[src/design/audio_channel_remix_core_defines.svh]
// ----------------------------------------------------------------------------
// audio_channel_remix_core_defines
// Assertion macros shared by the channel remix core.
// ----------------------------------------------------------------------------
`ifndef AUDIO_CHANNEL_REMIX_CORE_DEFINES_SVH
`define AUDIO_CHANNEL_REMIX_CORE_DEFINES_SVH

// Same-cycle implication, clocked on clk_i, off during reset.
`define ACR_ASSERT_SAME(label, ante, cons, msg) \
  label: assert property (@(posedge clk_i) disable iff (!rst_ni) (ante) |-> (cons)) \
    else $error(msg);

// Next-cycle implication, clocked on clk_i, off during reset.
`define ACR_ASSERT_NEXT(label, ante, cons, msg) \
  label: assert property (@(posedge clk_i) disable iff (!rst_ni) (ante) |=> (cons)) \
    else $error(msg);

`endif

[src/design/acr_pkg.sv]
// ----------------------------------------------------------------------------
// acr_pkg
// Types and constants of the audio channel remix core.
// ----------------------------------------------------------------------------
package acr_pkg;

  localparam int unsigned InW    = 32;
  localparam int unsigned OutW   = 16;
  localparam int unsigned CoeffW = 16;
  localparam int unsigned ChW    = 3;
  localparam int unsigned CfgIdxW  = 3;
  localparam int unsigned CfgDataW = 16;

  localparam logic [ChW-1:0] ChMono     = 3'd1;
  localparam logic [ChW-1:0] ChStereo   = 3'd2;
  localparam logic [ChW-1:0] ChSurround = 3'd6;

  typedef enum logic [CfgIdxW-1:0] {
    CfgSinkEnabled   = 3'd0,
    CfgSourceChannels = 3'd1,
    CfgOutputChannels = 3'd2,
    CfgCoeffFront    = 3'd3,
    CfgCoeffCenter   = 3'd4,
    CfgCoeffLfe      = 3'd5,
    CfgCoeffBack     = 3'd6
  } cfg_idx_e;

  typedef struct packed {
    logic                     sink_enabled;
    logic [ChW-1:0]           source_channels;
    logic [ChW-1:0]           output_channels;
    logic signed [CoeffW-1:0] coeff_front;
    logic signed [CoeffW-1:0] coeff_center;
    logic signed [CoeffW-1:0] coeff_lfe;
    logic signed [CoeffW-1:0] coeff_back;
  } cfg_t;

  typedef struct packed {
    logic signed [InW-1:0] in_ch0;
    logic signed [InW-1:0] in_ch1;
    logic signed [InW-1:0] in_ch2;
    logic signed [InW-1:0] in_ch3;
    logic signed [InW-1:0] in_ch4;
    logic signed [InW-1:0] in_ch5;
  } in_item_t;

  typedef struct packed {
    logic signed [OutW-1:0] out_ch0;
    logic signed [OutW-1:0] out_ch1;
    logic signed [OutW-1:0] out_ch2;
    logic signed [OutW-1:0] out_ch3;
    logic signed [OutW-1:0] out_ch4;
    logic signed [OutW-1:0] out_ch5;
  } out_item_t;

endpackage

[src/design/acr_cfg.sv]
// ----------------------------------------------------------------------------
// acr_cfg
// Configuration register file: decodes register writes, holds the settings.
// ----------------------------------------------------------------------------
module acr_cfg (
  input  logic                            clk_i,
  input  logic                            rst_ni,
  input  logic                            cfg_valid_i,
  input  logic [acr_pkg::CfgIdxW-1:0]     cfg_index_i,
  input  logic [acr_pkg::CfgDataW-1:0]    cfg_data_i,
  output acr_pkg::cfg_t                   cfg_o
);

  acr_pkg::cfg_t cfg_d, cfg_q;

  always_comb begin
    cfg_d = cfg_q;
    if (cfg_valid_i) begin
      unique case (acr_pkg::cfg_idx_e'(cfg_index_i))
        acr_pkg::CfgSinkEnabled:    cfg_d.sink_enabled    = cfg_data_i[0];
        acr_pkg::CfgSourceChannels: cfg_d.source_channels = cfg_data_i[acr_pkg::ChW-1:0];
        acr_pkg::CfgOutputChannels: cfg_d.output_channels = cfg_data_i[acr_pkg::ChW-1:0];
        acr_pkg::CfgCoeffFront:     cfg_d.coeff_front     = $signed(cfg_data_i);
        acr_pkg::CfgCoeffCenter:    cfg_d.coeff_center    = $signed(cfg_data_i);
        acr_pkg::CfgCoeffLfe:       cfg_d.coeff_lfe       = $signed(cfg_data_i);
        acr_pkg::CfgCoeffBack:      cfg_d.coeff_back      = $signed(cfg_data_i);
        default:                    cfg_d = cfg_q;
      endcase
    end
  end

  always_ff @(posedge clk_i or negedge rst_ni) begin
    if (!rst_ni) begin
      cfg_q.sink_enabled    <= 1'b1;
      cfg_q.source_channels <= acr_pkg::ChStereo;
      cfg_q.output_channels <= acr_pkg::ChStereo;
      cfg_q.coeff_front     <= 16'sd16384;
      cfg_q.coeff_center    <= 16'sd11585;
      cfg_q.coeff_lfe       <= 16'sd4112;
      cfg_q.coeff_back      <= 16'sd11585;
    end else begin
      cfg_q <= cfg_d;
    end
  end

  assign cfg_o = cfg_q;

endmodule

[config.mk]
export PLATFORM = sky130hd
export DESIGN_NAME = acr_cfg
export DESIGN_NICKNAME = d
export VERILOG_FILES = /design/src/design/audio_channel_remix_core_defines.svh /design/src/design/acr_pkg.sv /design/src/design/acr_cfg.sv
export SDC_FILE = /design/constraint.sdc
export NUM_CORES = 1
export LEC_CHECK = 0
export BUFFER_PORTS_ARGS = -buffer_cell sky130_fd_sc_hd__buf_2
export CAP_MARGIN = 40
export CELL_PAD_IN_SITES_DETAIL_PLACEMENT = 0
export CELL_PAD_IN_SITES_GLOBAL_PLACEMENT = 1
export CORE_MARGIN = 2
export CORE_UTILIZATION = 45
export CTS_BUF_LIST = sky130_fd_sc_hd__clkbuf_4
export DETAILED_ROUTE_END_ITERATION = 10
export GPL_ROUTABILITY_DRIVEN = 0
export PLACE_DENSITY = 0.95
export SETUP_SLACK_MARGIN = 0.02
export SLEW_MARGIN = 10
export SYNTH_ARGS = -nofsm -noshare
export SYNTH_HDL_FRONTEND = slang
export SYNTH_SLANG_ARGS = --single-unit
[constraint.sdc]
create_clock -name clk_i -period 1.5 [get_ports clk_i]
set_input_delay 0.075 -clock clk_i [delete_from_list [all_inputs] [get_ports clk_i]]
set_output_delay 0.075 -clock clk_i [all_outputs]
set_load 0.02 [all_outputs]
==> summary.md <==
| Metric | Value |
|---|---|
| Status | finished, final reports clean |
| Pin count of the biggest net entering global routing | a little over 70 |
| Total GRT Usage | 17.75% |
| Worst path required time | approximately 1400 ps |
| I/O pin count | 93 |
| Starting Density | between 40 and 50% |
| Ys Warns | 0 |
| Yosys reg bits | 71 |
| FF-to-FF Start | cfg_o[25]$_DFFE_PN0P_ |
| Slew at the pin with the worst max-slew slack | 658.2 ps |
| Syn Nets | 177 |
| Worst-Skew Late Latency | ~390 ps |
| Critical path buffer and inverter count | 1 |
| Setup violators final | 0 |
| Static leakage | 1.730 nW |
| Avg Vias per Cell | roughly 5 |
| Cell variety after synth | 12 |
| Die width | a little over 80 um |
| Worst path slowest cell | dfstp_2 |
| Total gr overflow | 0 |
| Setup WS post-layout | approximately 320 ps |
| Min Tclk post-route | approximately 1200 ps |
| Hold Path Class | input pin to register |
| Number of CTS-inserted buffers | 9 |
| Highest Signal Layer | met4 |
| Synth Area in XOR/XNOR | 0% |
| Final cell count without fillers | approximately 350 |
| I/O Buffers | 92 |
| Arrival time at the worst endpoint | 1100 ps |
| Met2 WL | between 2 and 2.5 mm |
| Power per cell area | 1449 nW/um2 |
| Iteration-0 DRC Markers | 38 |
| Placed instance count | between 300 and 400 |
| Post-Place Worst Slack | -33.58 ps |
| Post-CTS setup buffer count | 0 |
| CTS tree | yes |
| Antenna violations before repair | 0 |
| Clk pin slew, worst setup/hold paths | approximately 100 ps |
| Max incr delay on CP | approximately 550 ps |
| Commonest non-fill, non-tap cell in the layout | buf_2 |
| Final Cycle Share | between 70% and 80% |
| First-pass GRT wire length | around 8.9 mm |
| Kind of critical path | register to output pin |
| Clk buf depth | 2 |
| Mux share of post-synthesis cell area | 30.04% |
| Crit-path max FO | 2 |
| Die area | about 7000 um2 |
| Diode count | 0 |
| Row cnt | 28 |
| FF-to-FF End | cfg_o[25]$_DFFE_PN0P_ |
| Filler Cell Count | 484 |
| Die Ht | 82.69 um |
| Drt pass-1 iters | 4 |
| CTS root buf | clkbuf_4 |
| Core Area | 5956 um2 |
| Cell area after synthesis | approximately 2800 um2 |
| Worst reg-to-reg setup slack | roughly 710 ps |
| Worst slew margin | 55.96% |
| Vias | approximately 1.7k |
| Worst setup EP type | output pin |
| HPWL Detailed | 3.876 mm |
| Synth Area in Simple Gates | under 10% |
| Crit path max-delay family | flip-flops |
| CP cell instances | buf_2 |
| Mapped Cells | ~160 |
| Met1 wire length | 2.620 mm |
| Crit. Startpoint | cfg_o[42]$_DFFE_PN1P_ |
| Number of flip-flops in the largest register | 71 |
| Slew Viols, Final | 0 |
| Total length of routed wires | approximately 5.7 mm |
| Vias in the first global route | around 1.8k |
| Wire per inst | between 15 and 20 um |
| IR drop worst, VDD | roughly 0.84 mV |
| R2R depth | 1 |
| CP Launch Type | register |
| Mean Syn Cell Area | approximately 18 um2 |
| RSZ-0062 raised after global routing | no |
| Fmax | 848.0 MHz |
| # nets final | between 200 and 300 |
| Hold depth | 3 |
| Post-synthesis adder-cell area fraction | 0% |
| Final-report hold violation count | 0 |
| Clk sinks | 71 |
| Crit path capture | cfg_o[42] |
| Most frequent cells in the layout | buf_2, mux2_2, dfrtp_1, dfstp_2, dlygate4sd3_1 |
| Number of H-tree levels | 3 |
| Critical Path Stages | 1 |
| # DRC | 0 |
| Setup Skew | 0 ps |
| Metal3 WL | between 500 and 600 um |
| Largest family of logic cells by synthesized area | multiplexers |
| Layout cells sized above 1 | 73.19% |
| Max cap viols | 0 |
| Sequential share of the synthesized area | about 65% |
| Syn-to-layout area delta | 28.83% |
| Synth Area in Compound Gates | 0% |
| ANT nets after route | 0 |
[timing repair]
item / in CTS / in global routing
hold endpoints to repair: 132 / 1
setup endpoints to repair: 0 / 0
hold buffers: 16 / 1
resized for setup: 0 / 0
[area by class of cell]
| cell class | count | area [um2] | area share (%) |
|---|---|---|---|
| sequential | 71 | 1799 | 50.12 |
| multi-input combinational | 78 | 928.4 | 25.86 |
| timing repair buffer | 112 | 665.6 | 18.54 |
| tap | 75 | 93.84 | 2.614 |
| clock buffer | 12 | 90.09 | 2.510 |
| clock inverter | 3 | 12.51 | 0.3486 |
[cell families (layout without fill, tap and decap cells)]
group / count (synthesis) / after routing
multiplexers: 71 / 71
flip-flops: 71 / 71
AND/OR/NAND/NOR: 7 / 7
buffers and inverters: 6 / 127
[Yosys cell counts, drive strengths merged]
cell type | number | area (um2)
nand4b | 3 | 45.04
dfrtp | 53 | 1326
dfstp | 18 | 473.0
nor4b | 1 | 8.760
buf | 6 | 58.80
mux2 | 71 | 837.1
and4bb | 3 | 37.53
[per-stage QoR]
step | utilization (%) | TNS [ps] | instance area, um2 | total power [W] | hold WS, ps
floorplan | - | 0 | 2786 | 0.003631 | -220.6
global placement | 55.69 | 0 | 3317 | 0.004204 | 125.6
detailed placement | 55.69 | -360.1 | 3317 | 0.004257 | 128.0
CTS | 60.11 | 0 | 3580 | 0.005263 | 8.596
global route | 60.27 | 0 | 3590 | 0.005492 | 168.1
finish | 60.27 | 0 | 3590 | 0.005200 | 154.0
[power by group]
part / switching, W / total, W / internal, W
registers: 0.000213 / 0.00262 / 0.00241
clock network: 0.000589 / 0.000965 / 0.000376
logic: 0.000917 / 0.00161 / 0.000694
total: 0.00172 / 0.00520 / 0.00348
[worst min-delay path by stage]
stage / end / start / slack [ps]
floorplan: cfg_o[12]$_DFFE_PN0P_ / rst_ni / -220
global placement: cfg_o[12]$_DFFE_PN0P_ / rst_ni / 130
detailed placement: cfg_o[12]$_DFFE_PN0P_ / rst_ni / 130
CTS: cfg_o[32]$_DFFE_PN1P_ / cfg_data_i[0] / 9
global route: cfg_o[70]$_DFFE_PN1P_ / cfg_index_i[2] / 170
finish: cfg_o[70]$_DFFE_PN1P_ / cfg_index_i[1] / 150
[layer usage]
metal | vias to the layer above | track usage (%)
li1 | 799 | -
met1 | 854 | 23.40
met2 | 79 | 26.69
met3 | 12 | 6.630
met4 | 0 | 6.885
met5 | - | 0
No activity file was read; power rests on OpenSTA's default activity.
